`src/rtl/afc_pkg.sv`:
```
// Shared types, constants and arithmetic helpers for the atom distance cutoff filter.
`default_nettype none

package afc_pkg;

    // Number of reference cells in the chain.
    localparam int MAX_REF_ATOMS = 32;

    // Field widths.
    localparam int ACT_W     = 2;
    localparam int COORD_W   = 25;
    localparam int TAG_W     = 16;
    localparam int CUTOFF_W  = 20;
    localparam int LIM_W     = 2 * CUTOFF_W;
    localparam int DIFF_W    = COORD_W + 1;
    localparam int SQ_W      = 2 * COORD_W;
    localparam int SUM_W     = SQ_W + 2;
    localparam int S_TDATA_W = 96;
    localparam int M_TDATA_W = 24;

    // Action codes carried on the input tuser.
    localparam logic [ACT_W-1:0] ACT_CLEAR = 2'd0;
    localparam logic [ACT_W-1:0] ACT_ADD   = 2'd1;
    localparam logic [ACT_W-1:0] ACT_TEST  = 2'd2;

    // One item moving down the cell chain, together with the partial
    // distance work that trails it: differences from the previous cell and
    // squares from the cell before that.
    typedef struct packed {
        logic                       vld;
        logic [ACT_W-1:0]           action;
        logic signed [COORD_W-1:0]  x;
        logic signed [COORD_W-1:0]  y;
        logic signed [COORD_W-1:0]  z;
        logic [TAG_W-1:0]           tag;
        logic                       dv;
        logic signed [DIFF_W-1:0]   dx;
        logic signed [DIFF_W-1:0]   dy;
        logic signed [DIFF_W-1:0]   dz;
        logic                       sv;
        logic [SQ_W-1:0]            sqx;
        logic [SQ_W-1:0]            sqy;
        logic [SQ_W-1:0]            sqz;
        logic                       hit;
    } flow_t;

    // Square of a coordinate difference; the magnitude always fits COORD_W bits.
    function automatic logic [SQ_W-1:0] f_square(input logic signed [DIFF_W-1:0] d);
        logic [COORD_W-1:0] mag;
        logic [DIFF_W-1:0]  neg;
        neg = -d;
        mag = d[DIFF_W-1] ? neg[COORD_W-1:0] : d[COORD_W-1:0];
        return SQ_W'(mag) * SQ_W'(mag);
    endfunction

    // Sum of the three squares compared with the squared cutoff, equality inside.
    function automatic logic f_within(input logic [SQ_W-1:0]  a,
                                      input logic [SQ_W-1:0]  b,
                                      input logic [SQ_W-1:0]  c,
                                      input logic [LIM_W-1:0] lim);
        logic [SUM_W-1:0] sum;
        sum = SUM_W'(a) + SUM_W'(b) + SUM_W'(c);
        return sum <= SUM_W'(lim);
    endfunction

endpackage

`default_nettype wire

```
`src/rtl/afc_cell.sv`:
```
// One reference cell: holds one reference atom and does one step of distance work per beat.
`default_nettype none

module afc_cell
    import afc_pkg::*;
(
    input  wire logic             aclk,
    input  wire logic             aresetn,
    input  wire logic             en,
    input  wire logic [LIM_W-1:0] lim,
    input  wire flow_t            flow_in,
    output flow_t                 flow_out
);

    logic                      ref_vld_reg;
    logic                      ref_vld_next;
    logic                      ref_wr;
    logic signed [COORD_W-1:0] ref_x_reg;
    logic signed [COORD_W-1:0] ref_y_reg;
    logic signed [COORD_W-1:0] ref_z_reg;
    flow_t                     flow_reg;
    flow_t                     flow_next;
    logic                      is_clear;
    logic                      is_add;
    logic                      is_test;

    // Decode the item sitting at this cell.
    assign is_clear = flow_in.vld && (flow_in.action == ACT_CLEAR);
    assign is_add   = flow_in.vld && (flow_in.action == ACT_ADD);
    assign is_test  = flow_in.vld && (flow_in.action == ACT_TEST);

    // Own reference work, squares for the previous cell, compare for the one before.
    always_comb begin
        flow_next    = flow_in;
        ref_vld_next = ref_vld_reg;
        ref_wr       = 1'b0;

        if (is_clear) begin
            ref_vld_next = 1'b0;
        end

        // The first empty cell takes an add and turns the beat into a bubble.
        if (is_add && !ref_vld_reg) begin
            ref_vld_next  = 1'b1;
            ref_wr        = 1'b1;
            flow_next.vld = 1'b0;
        end

        flow_next.dv = is_test && ref_vld_reg;
        flow_next.dx = DIFF_W'(flow_in.x) - DIFF_W'(ref_x_reg);
        flow_next.dy = DIFF_W'(flow_in.y) - DIFF_W'(ref_y_reg);
        flow_next.dz = DIFF_W'(flow_in.z) - DIFF_W'(ref_z_reg);

        flow_next.sv  = flow_in.dv;
        flow_next.sqx = f_square(flow_in.dx);
        flow_next.sqy = f_square(flow_in.dy);
        flow_next.sqz = f_square(flow_in.dz);

        flow_next.hit = flow_in.hit
                      | (flow_in.sv & f_within(flow_in.sqx, flow_in.sqy, flow_in.sqz, lim));
    end

    // Control state of the cell.
    always_ff @(posedge aclk) begin
        if (!aresetn) begin
            ref_vld_reg  <= 1'b0;
            flow_reg.vld <= 1'b0;
        end else if (en) begin
            ref_vld_reg <= ref_vld_next;
            flow_reg    <= flow_next;
        end
    end

    // Reference coordinates are captured when the cell takes an add and are never cleared.
    always_ff @(posedge aclk) begin
        if (en && ref_wr) begin
            ref_x_reg <= flow_in.x;
            ref_y_reg <= flow_in.y;
            ref_z_reg <= flow_in.z;
        end
    end

    assign flow_out = flow_reg;

endmodule

`default_nettype wire

```
`config.mk`:
```
export PLATFORM = sky130hd
export DESIGN_NAME = afc_cell
export DESIGN_NICKNAME = d
export VERILOG_FILES = /design/src/rtl/afc_pkg.sv /design/src/rtl/afc_cell.sv
export SDC_FILE = /design/constraint.sdc
export NUM_CORES = 2
export LEC_CHECK = 0
export ABC_CLOCK_PERIOD_IN_PS = 15500
export BUFFER_PORTS_ARGS = -buffer_cell sky130_fd_sc_hd__buf_4
export CORE_MARGIN = 2
export CORE_UTILIZATION = 65
export CTS_CLUSTER_SIZE = 28
export DETAILED_ROUTE_END_ITERATION = 10
export PLACE_DENSITY_LB_ADDON = 0.25
export SYNTH_ARGS = -nofsm -noshare
export SYNTH_HDL_FRONTEND = slang
export SYNTH_SLANG_ARGS = --single-unit
```
`constraint.sdc`:
```
create_clock -name aclk -period 15.5 [get_ports aclk]
set_clock_uncertainty 0.05 [all_clocks]
set_input_delay 0.775 -clock aclk [delete_from_list [all_inputs] [get_ports aclk]]
set_output_delay 0.775 -clock aclk [all_outputs]
set_load 0.1 [all_outputs]
```
==> parameters.txt <==
Parameter                              Value

Clock tree
  Clock transition at the registers of the reported paths ... 0.08 ns
  Post-CTS Setup Inserts ... 0
  Number of H-tree branching levels ... 2
  TritonCTS Buffers ... between 40 and 50
  Root buffer cell ... sky130_fd_sc_hd__clkbuf_16
  Post-CTS resize count ... 0
  Clock insertion delay at the later pin of the skew report ... roughly 0.67 ns
  Longest Clk Path Bufs ... 3
  Hold buffers post-CTS ... 0
  Clock tree from TritonCTS ... yes
  Sink Count ... approximately 400

Layout
  # diodes ... 0
  Ratio of cells with drive above 1 in the final layout ... 0.109
  Storage cell area ... 11900 µm²
  Area of the multi-input gates ... 53000 µm²
  P&R area growth vs syn ... 11.9%
  Number of flip-flops under the largest register name ... between 300 and 400
  Final nets ... ~11000
  Total non-filler cell area in the finished layout ... between 80000 and 90000 µm²
  Number of fillers in the final layout ... 8120

Global route
  Number of global-route vias before repair ... around 59000
  GRT Overall Usage ... 0.342
  First-pass GRT wire length ... roughly 310000 µm
  Leftover overflow at the end of global routing ... 0
  Antenna violations before repair ... 1
  Pin count of the biggest net entering global routing ... 76

Routing
  Average via count per standard cell ... approximately 5.6
  Routed length per instance ... a little under 20 µm
  Total DRC errors in the routed layout ... 0
  Total iterations of the first detailed-routing run ... 7
  Total via count in the routed design ... around 55000
  DRT antenna net count ... 0
  Routed Wire Length ... 192000 µm
  Starting DRT DRC Count ... approximately 3900

Synth
  Cell with the most instances after synthesis ... sky130_fd_sc_hd__inv_1
  Commonest cells post-synth ... sky130_fd_sc_hd__inv_1 (2134), sky130_fd_sc_hd__fa_1 (1455), sky130_fd_sc_hd__ha_1 (705)
  Number of register bits inferred by synthesis ... roughly 400
  Share of synthesized registers carrying an async set or reset ... 0
  Largest area contributor in the synthesized netlist ... sky130_fd_sc_hd__fa_1
  Largest cells by area after synthesis ... sky130_fd_sc_hd__fa_1 (40%), sky130_fd_sc_hd__edfxtp_1 (16%), sky130_fd_sc_hd__ha_1 (12%), sky130_fd_sc_hd__inv_1 (11%), sky130_fd_sc_hd__nand2_1 (3.3%)
  Synthesis warning total ... 0
  Yosys cell types ... 87
  Mean instance size in the synthesized netlist ... 9.72 µm²
  Sequential-to-total area share from yosys stat ... 0.162
  Top cell type's share of synthesized area ... 0.396
  Cell area after technology mapping ... around 74000 µm²
  Main flop type after synthesis ... sky130_fd_sc_hd__edfxtp_1
  Number of flops mapped to enable cells by yosys ... approximately 400
  Number of cells produced by synthesis ... 7565

Floorplan
  Starting utilization of the core area ... 0.654
  X dimension of the die ... 340 µm
  Row cnt ... about 120
  DIE HEIGHT ... roughly 340 µm
  Core region area ... between 100000 and 150000 µm²
  Die area ... 116000 µm²
  Ports placed on the boundary ... 693

Placed design
  Routability congestion estimate ... about 0.98
  HPWL reported at the end of detailed placement ... approximately 160000 µm
  Port buffer count ... 689
  Placed Area ... 80700 µm²

Setup path
  Kind of launch point of the worst setup path ... input port
  Kind of critical path ... in2reg
  CP max-delay cell ... sky130_fd_sc_hd__clkinv_1
  Data required time of the critical path ... roughly 16 ns
  Arrival time reported for the critical path endpoint ... roughly 12 ns
  CP dominant cell by count ... sky130_fd_sc_hd__fa_1
  Delay of the slowest cell on the worst path ... 0.87 ns
  Worst Setup End Kind ... flip-flop
  Critical-path maximum fanout ... 18

STA
  Ratio of final minimum period to clock period ... 0.740
  Maximum clock frequency ... around 87 MHz
  Finish-stage setup viols ... 0
  Post-route minimum period ... about 11 ns
  TNS Setup ... 0 ns
  Transition time of the tightest slew-check pin ... between 1 and 1.5 ns
  Final Hold Violating Endpoints ... 0
  RSZ-0062 raised after global routing ... no
  Slew Limit Fails ... 0
  Worst rel slew slack ... 0.102

Status
  Status ... completed

Hold path
  Type of the worst min-delay path ... in2reg

Job
  Max-Cap Viols ... 0
==> worst max-delay path, delay by kind of cell <==
family / cells / cell delay [ns]
AOI/OAI and AO/OA: 7 / 2.66
xor gates and xnor gates: 1 / 0.80
adders and majority gates: 8 / 3.71
buffers and inverters: 7 / 1.27
and+or+nand+nor: 10 / 2.60
==> through the flow <==
stage          instances  utilization  setup WS (ns)  hold WS, ns
6_report            9768        0.732           4.04        0.215
5_1_grt             9768        0.732           3.56        0.201
4_1_cts             9768        0.732           4.14        0.182
3_5_place_dp        9682        0.718           3.44        0.449
3_3_place_gp        9682        0.718           3.67        0.429
2_1_floorplan       7567            -           5.12        0.417
==> worst paths after layout <==
path / cells past startpoint / to / slack [ns] / start
max reg2reg: 12 / flow_out[203] / 11.07 / ref_y_reg[2]
min: 1 / flow_out[242] / 0.21 / flow_in[242]
max: 33 / flow_out[148] / 4.04 / flow_in[210]
min reg2reg: 2 / ref_vld_reg / 0.48 / ref_vld_reg
==> cells in the final DEF (no fill, tap or decap), types with 23 or more instances in the layout <==
cell type / synthesis / routed
sky130_fd_sc_hd__a31oi_1: 26 / 26
sky130_fd_sc_hd__fa_1: 1455 / 1455
sky130_fd_sc_hd__nand3_1: 54 / 54
sky130_fd_sc_hd__inv_1: 2134 / 2134
sky130_fd_sc_hd__o21ai_0: 137 / 137
sky130_fd_sc_hd__nand2b_1: 33 / 33
sky130_fd_sc_hd__nand2_1: 649 / 649
sky130_fd_sc_hd__xnor2_1: 214 / 208
sky130_fd_sc_hd__a21o_1: 146 / 146
sky130_fd_sc_hd__nor2b_1: 42 / 42
sky130_fd_sc_hd__edfxtp_1: 396 / 396
sky130_fd_sc_hd__a21oi_1: 210 / 210
sky130_fd_sc_hd__nor3_1: 39 / 39
sky130_fd_sc_hd__a211oi_1: 31 / 31
sky130_fd_sc_hd__nor2_1: 584 / 583
sky130_fd_sc_hd__ha_1: 705 / 705
sky130_fd_sc_hd__nand4_1: 28 / 28
sky130_fd_sc_hd__and2_1: 24 / 23
sky130_fd_sc_hd__xor2_1: 106 / 99
sky130_fd_sc_hd__and3_1: 29 / 29
sky130_fd_sc_hd__o21bai_1: 26 / 26
sky130_fd_sc_hd__clkbuf_16: 0 / 47
sky130_fd_sc_hd__buf_4: 3 / 773
sky130_fd_sc_hd__o21a_1: 36 / 36
==> layout make-up <==
cell class / count / area share
repair buffers: 773 / 0.0706
flip-flops and latches: 398 / 0.145
clock buffers: 62 / 0.0153
clock inverters: 24 / 0.00330
inverters: 2151 / 0.0982
well taps: 1500 / 0.0228
multi-input cells: 4860 / 0.645
==> routing by layer <==
layer  GRT usage  wire length, µm  up-vias
li1            -                -    24400
met1       0.439            72000    27000
met2       0.575            93700     2572
met3      0.0720            18200      526
met4       0.130             8300        0
met5           0                0        -
==> logic make-up (layout without fill, tap and decap cells) <==
logic type,after synthesis,in the layout,share of synthesized area
AO/OA/AOI/OAI,792,792,0.0708
multiplexers,6,6,0.000834
other,1,3,0.0000510
XOR/XNOR,326,326,0.0398
flip-flops,398,398,0.162
buffers and inverters,2309,3010,0.118
AND/OR/NAND/NOR,1573,1573,0.0920
adder cells (fa/ha/maj),2160,2160,0.516
Power is not shown: default switching activity piles up to over one toggle a cycle in this logic, so the estimate is an artifact.
