### src/rtl/afc_pkg.sv
// Shared types, constants and arithmetic helpers for the atom distance cutoff filter.
`default_nettype none

package afc_pkg;

    // Number of reference cells in the chain.
    localparam int MAX_REF_ATOMS = 32;

    // Field widths.
    localparam int ACT_W     = 2;
    localparam int COORD_W   = 25;
    localparam int TAG_W     = 16;
    localparam int CUTOFF_W  = 20;
    localparam int LIM_W     = 2 * CUTOFF_W;
    localparam int DIFF_W    = COORD_W + 1;
    localparam int SQ_W      = 2 * COORD_W;
    localparam int SUM_W     = SQ_W + 2;
    localparam int S_TDATA_W = 96;
    localparam int M_TDATA_W = 24;

    // Action codes carried on the input tuser.
    localparam logic [ACT_W-1:0] ACT_CLEAR = 2'd0;
    localparam logic [ACT_W-1:0] ACT_ADD   = 2'd1;
    localparam logic [ACT_W-1:0] ACT_TEST  = 2'd2;

    // One item moving down the cell chain, together with the partial
    // distance work that trails it: differences from the previous cell and
    // squares from the cell before that.
    typedef struct packed {
        logic                       vld;
        logic [ACT_W-1:0]           action;
        logic signed [COORD_W-1:0]  x;
        logic signed [COORD_W-1:0]  y;
        logic signed [COORD_W-1:0]  z;
        logic [TAG_W-1:0]           tag;
        logic                       dv;
        logic signed [DIFF_W-1:0]   dx;
        logic signed [DIFF_W-1:0]   dy;
        logic signed [DIFF_W-1:0]   dz;
        logic                       sv;
        logic [SQ_W-1:0]            sqx;
        logic [SQ_W-1:0]            sqy;
        logic [SQ_W-1:0]            sqz;
        logic                       hit;
    } flow_t;

    // Square of a coordinate difference; the magnitude always fits COORD_W bits.
    function automatic logic [SQ_W-1:0] f_square(input logic signed [DIFF_W-1:0] d);
        logic [COORD_W-1:0] mag;
        logic [DIFF_W-1:0]  neg;
        neg = -d;
        mag = d[DIFF_W-1] ? neg[COORD_W-1:0] : d[COORD_W-1:0];
        return SQ_W'(mag) * SQ_W'(mag);
    endfunction

    // Sum of the three squares compared with the squared cutoff, equality inside.
    function automatic logic f_within(input logic [SQ_W-1:0]  a,
                                      input logic [SQ_W-1:0]  b,
                                      input logic [SQ_W-1:0]  c,
                                      input logic [LIM_W-1:0] lim);
        logic [SUM_W-1:0] sum;
        sum = SUM_W'(a) + SUM_W'(b) + SUM_W'(c);
        return sum <= SUM_W'(lim);
    endfunction

endpackage

`default_nettype wire

### src/rtl/afc_tail.sv
// End of the chain: finishes the last distance checks, keeps the overflow flag, buffers results.
`default_nettype none

module afc_tail
    import afc_pkg::*;
(
    input  wire logic                 aclk,
    input  wire logic                 aresetn,
    input  wire logic [LIM_W-1:0]     lim,
    input  wire flow_t                flow_in,
    output logic                      en,
    output logic                      m_tvalid,
    input  wire logic                 m_tready,
    output logic [M_TDATA_W-1:0]      m_tdata
);

    localparam int RES_W = TAG_W + 2;

    flow_t              stage_reg;
    flow_t              stage_next;
    logic               ovf_reg;
    logic               final_hit;
    logic               push;
    logic               pop;
    logic [RES_W-1:0]   buf_reg [2];
    logic               wr_ptr_reg;
    logic               rd_ptr_reg;
    logic [1:0]         count_reg;
    logic [1:0]         count_next;

    // The chain moves whenever the result buffer has a free slot.
    assign en = (count_reg != 2'd2);

    // Square the last cell's differences and compare the squares before them.
    always_comb begin
        stage_next     = flow_in;
        stage_next.sv  = flow_in.dv;
        stage_next.sqx = f_square(flow_in.dx);
        stage_next.sqy = f_square(flow_in.dy);
        stage_next.sqz = f_square(flow_in.dz);
        stage_next.hit = flow_in.hit
                       | (flow_in.sv & f_within(flow_in.sqx, flow_in.sqy, flow_in.sqz, lim));
    end

    always_ff @(posedge aclk) begin
        if (!aresetn) begin
            stage_reg.vld <= 1'b0;
        end else if (en) begin
            stage_reg <= stage_next;
        end
    end

    // Last compare, for the final cell.
    assign final_hit = stage_reg.hit
                     | (stage_reg.sv
                        & f_within(stage_reg.sqx, stage_reg.sqy, stage_reg.sqz, lim));

    // An add that left the chain uncaptured found every cell full.
    always_ff @(posedge aclk) begin
        if (!aresetn) begin
            ovf_reg <= 1'b0;
        end else if (en && stage_reg.vld) begin
            case (stage_reg.action)
                ACT_CLEAR: ovf_reg <= 1'b0;
                ACT_ADD:   ovf_reg <= 1'b1;
                default:   ovf_reg <= ovf_reg;
            endcase
        end
    end

    // Two-entry result buffer.
    assign push       = en && stage_reg.vld && (stage_reg.action == ACT_TEST);
    assign pop        = m_tvalid && m_tready;
    assign count_next = count_reg + {1'b0, push} - {1'b0, pop};

    always_ff @(posedge aclk) begin
        if (!aresetn) begin
            wr_ptr_reg <= 1'b0;
            rd_ptr_reg <= 1'b0;
            count_reg  <= 2'd0;
        end else begin
            if (push) begin
                wr_ptr_reg <= ~wr_ptr_reg;
            end
            if (pop) begin
                rd_ptr_reg <= ~rd_ptr_reg;
            end
            count_reg <= count_next;
        end
    end

    always_ff @(posedge aclk) begin
        if (push) begin
            buf_reg[wr_ptr_reg] <= {ovf_reg, final_hit, stage_reg.tag};
        end
    end

    assign m_tvalid = (count_reg != 2'd0);
    assign m_tdata  = {{(M_TDATA_W-RES_W){1'b0}}, buf_reg[rd_ptr_reg]};

endmodule

`default_nettype wire

### config.mk
export PLATFORM = sky130hd
export DESIGN_NAME = afc_tail
export DESIGN_NICKNAME = d
export VERILOG_FILES = /design/src/rtl/afc_pkg.sv /design/src/rtl/afc_tail.sv
export SDC_FILE = /design/constraint.sdc
export NUM_CORES = 2
export LEC_CHECK = 0
export ABC_CLOCK_PERIOD_IN_PS = 10590
export BUFFER_PORTS_ARGS = -buffer_cell sky130_fd_sc_hd__buf_2
export CAP_MARGIN = 5
export CORE_ASPECT_RATIO = 0.9
export CORE_MARGIN = 4
export CORE_UTILIZATION = 40
export DETAILED_ROUTE_END_ITERATION = 6
export GPL_ROUTABILITY_DRIVEN = 0
export GPL_TIMING_DRIVEN = 0
export PLACE_DENSITY_LB_ADDON = 0.1
export SYNTH_ARGS = -nofsm -noshare
export SYNTH_HDL_FRONTEND = slang
export SYNTH_SLANG_ARGS = --single-unit
### constraint.sdc
create_clock -name aclk -period 10.59 [get_ports aclk]
set_input_delay 0.5295 -clock aclk [delete_from_list [all_inputs] [get_ports aclk]]
set_output_delay 0.5295 -clock aclk [all_outputs]
set_load 0.01 [all_outputs]
==> metrics.log <==
[metrics] run status: completed
[metrics] starting utilization of the core area: 40.21%
[metrics] proportion of synthesized chip area in sequential cells: 8.952%
[metrics] final period demand of the worst path: 10.32 ns
[metrics] worst-margin pin slew: 1.387 ns
[metrics] CTS sink count: 210
[metrics] die span in y: 403.9 µm
[metrics] post-synthesis instance area: 69,660 µm²
[metrics] Critical Setup Path Class: primary input to flip-flop
[metrics] gate count of the mapped netlist: 7,468
[metrics] core outline area: 173,300 µm²
[metrics] total number of nets in the final design: 10,420
[metrics] # port buffers: 309
[metrics] All-Layer GR Usage: 24.27%
[metrics] Buf+Inv Stages, Crit Path: 8
[metrics] maximum level of the CTS H-tree: 1
[metrics] clock buffer count from CTS: 22
[metrics] worst hold-check path type: primary input to flip-flop
[metrics] Vias: 51,180
[metrics] critical path endpoint category: flip-flop
[metrics] worst-path cell with the longest stage delay: sky130_fd_sc_hd__clkbuf_1
[metrics] sum of routed wire length over all layers: 216.1 mm
[metrics] area grow syn2layout: 8.332%
[metrics] detailed-route vias per instance: 5.057
[metrics] number of enable-type register cells in the synthesized netlist: 203
[metrics] total of endpoints with negative setup slack in the final report: 0
[metrics] startpoint class of the critical path: primary input
[metrics] initial DRC count: 3,169
[metrics] Most common cell on crit path: sky130_fd_sc_hd__fa_1
[metrics] post-synthesis area per instance: 9.328 µm²
[metrics] kind of cell adding the most delay to the critical path: adder cells
[metrics] largest clock skew in the final design: 0.01622 ns
[metrics] initial antenna violation count: 5
[metrics] top_reg_cell synth: sky130_fd_sc_hd__edfxtp_1
[metrics] final setup slack of the worst path: 0.2656 ns
[metrics] largest net degree at the start of global routing: 70
[metrics] area occupied by multi-input gates: 55,340 µm²
[metrics] MaxCap Viol Count: 0
[metrics] FF+latch area: 6236 µm²
[metrics] Final Hold Viols: 0
[metrics] maximum fanout encountered on the critical timing path: 13
[metrics] post-placement setup slack: -1.800 ns
[metrics] fraction of final layout cells sized beyond drive strength 1: 6.787%
[metrics] share of the clock period used by the worst path after layout: 97.49%
[metrics] proportion of synthesized flip-flops having asynchronous set or reset: 0%
[metrics] upper clock frequency limit: 0.09686 GHz
[metrics] number of placement rows: 145
[metrics] root buffer cell: sky130_fd_sc_hd__clkbuf_16
[metrics] # DRC: 0
[metrics] #FFs+latches synth: 210
[metrics] Fill cells: 17,230
[metrics] wire length of the first global-routing pass: 334.5 mm
[metrics] placed wire-length estimate: 188.7 mm
[metrics] max-slew headroom at the worst pin: 7.235%
[metrics] final global-route overflow total: 0
[metrics] RSZ-0062 raised after global routing: true
[metrics] Unique masters post-synth: 92
[metrics] antenna viol nets, final: 0
[metrics] clock tree from TritonCTS: done
[metrics] maximum buffer depth of the clock tree: 3
[metrics] Final Max Tran Viols: 0
[metrics] max FFs per register: 168
[metrics] number of detailed-routing iterations run before antenna repair: 7
[metrics] die outline width: 447.9 µm
[metrics] area enclosed by the die boundary: 180,900 µm²
[metrics] I/O pins: 394
[metrics] Reg clk slew, reported paths: 0.07 ns
[metrics] endpoint arrival time on the critical path: 10.53 ns
[metrics] wire per inst: 21.35 µm
[metrics] via count of the first global-routing pass: 55,670
[metrics] clock network latency to the later pin of the worst-skew pair: 0.52 ns
[metrics] Crit path required time: 10.79 ns
[metrics] synth warn: 0
[metrics] largest incremental delay on the critical path: 0.72 ns
==> cells in the mapped netlist (all sizes together) (30+ instances only) <==
| cell | n | area share [%] |
|---|---|---|
| inv | 2053 | 11 |
| fa | 1502 | 43 |
| ha | 725 | 13 |
| nand2 | 628 | 3.4 |
| nor2 | 557 | 3.0 |
| a21oi | 237 | 1.7 |
| a21o | 210 | 2.3 |
| edfxtp | 203 | 8.8 |
| xnor2 | 192 | 2.5 |
| clkbuf | 162 | 0.87 |
| o21ai | 140 | 1.0 |
| xor2 | 127 | 1.6 |
| nand3 | 66 | 0.48 |
| nand4 | 54 | 0.48 |
| o21a | 49 | 0.54 |
| nor3 | 36 | 0.26 |
| nand2b | 35 | 0.31 |
| nor2b | 32 | 0.29 |
| o21bai | 31 | 0.33 |
| and2 | 30 | 0.27 |
==> metrics by stage <==
step	hold WS [ns]	instances	util (%)	TNS, ns	area, µm²
6_report	0.1827	10120	43.56	0	75470
5_1_grt	0.1585	10120	43.55	-0.1675	75450
4_1_cts	0.1455	10110	43.42	0	75230
3_5_place_dp	0.4304	10080	42.94	-69.16	74400
3_3_place_gp	0.4216	10060	42.76	-117.49	74090
2_1_floorplan	0.4215	7475	-	0	69690
==> metal layers <==
metal	share of wire, %	up-vias	GRT usage (%)
met5	0.013	-	0.1345
met2	46	1524	39.51
met1	45	25940	34.55
li1	-	23470	-
met3	6.1	237	3.038
met4	3.0	4	5.784
==> layout by cell type (no fill, tap or decap), types with 27 or more instances in the layout <==
cell | netlist | final
sky130_fd_sc_hd__a21o_1 | 210 | 210
sky130_fd_sc_hd__a21oi_1 | 235 | 235
sky130_fd_sc_hd__a31oi_1 | 27 | 27
sky130_fd_sc_hd__and2_1 | 29 | 28
sky130_fd_sc_hd__and3_1 | 29 | 29
sky130_fd_sc_hd__buf_2 | 8 | 319
sky130_fd_sc_hd__clkbuf_1 | 162 | 132
sky130_fd_sc_hd__edfxtp_1 | 203 | 203
sky130_fd_sc_hd__fa_1 | 1502 | 1502
sky130_fd_sc_hd__ha_1 | 725 | 725
sky130_fd_sc_hd__inv_1 | 2036 | 2034
sky130_fd_sc_hd__nand2_1 | 628 | 628
sky130_fd_sc_hd__nand2b_1 | 35 | 35
sky130_fd_sc_hd__nand3_1 | 65 | 65
sky130_fd_sc_hd__nand4_1 | 54 | 54
sky130_fd_sc_hd__nor2_1 | 554 | 553
sky130_fd_sc_hd__nor2b_1 | 32 | 31
sky130_fd_sc_hd__nor3_1 | 36 | 36
sky130_fd_sc_hd__o21a_1 | 47 | 47
sky130_fd_sc_hd__o21ai_0 | 119 | 119
sky130_fd_sc_hd__o21bai_1 | 31 | 31
sky130_fd_sc_hd__xnor2_1 | 185 | 172
sky130_fd_sc_hd__xor2_1 | 127 | 105
==> cell type report <==
type	instances	area share, %
Inverter	2063	10.28
Tap cell	2278	3.777
Clock inverter	12	0.1210
Clock buffer	28	0.8008
Buffer	176	0.9682
Sequential cell	210	8.263
Antenna cell	5	0.01658
Multi-Input combinational cell	5013	73.32
Timing Repair Buffer	336	2.450
==> cell families after synthesis <==
kind of cell	count (synthesis)	share of synthesized area (%)
other	2	0.01078
xor gates and xnor gates	319	4.135
buffers and inverters	2252	12.18
and+or+nand+nor	1553	9.706
muxes	30	0.4688
DFF	210	8.952
adders and majority gates	2227	56.18
AOI/OAI and AO/OA	875	8.363
==> timing repair <==
item / CTS / global route
hold buffers: 0 / 0
pin swaps: 1 / 2
gates resized for setup: 30 / 55
setup buffers: 2 / 8
setup endpoints to repair: 55 / 29
==> worst paths after layout <==
| path | start | end | slack [ns] | depth (start not counted) |
|---|---|---|---|---|
| min | flow_in[244] | stage_reg[244]$_DFFE_PP_ | 0.18 | 1 |
| min reg2reg | stage_reg[231]$_DFFE_PP_ | buf_reg[1][0]$_DFFE_PP_ | 0.45 | 0 |
| max | flow_in[152] | stage_reg[50]$_DFFE_PP_ | 0.27 | 30 |
| max reg2reg | stage_reg[106]$_DFFE_PP_ | buf_reg[0][16]$_DFFE_PP_ | 3.70 | 23 |
Power is left out: the tool's default activity adds up to more than one toggle a clock period on the data nets, which glitch-free logic cannot reach.
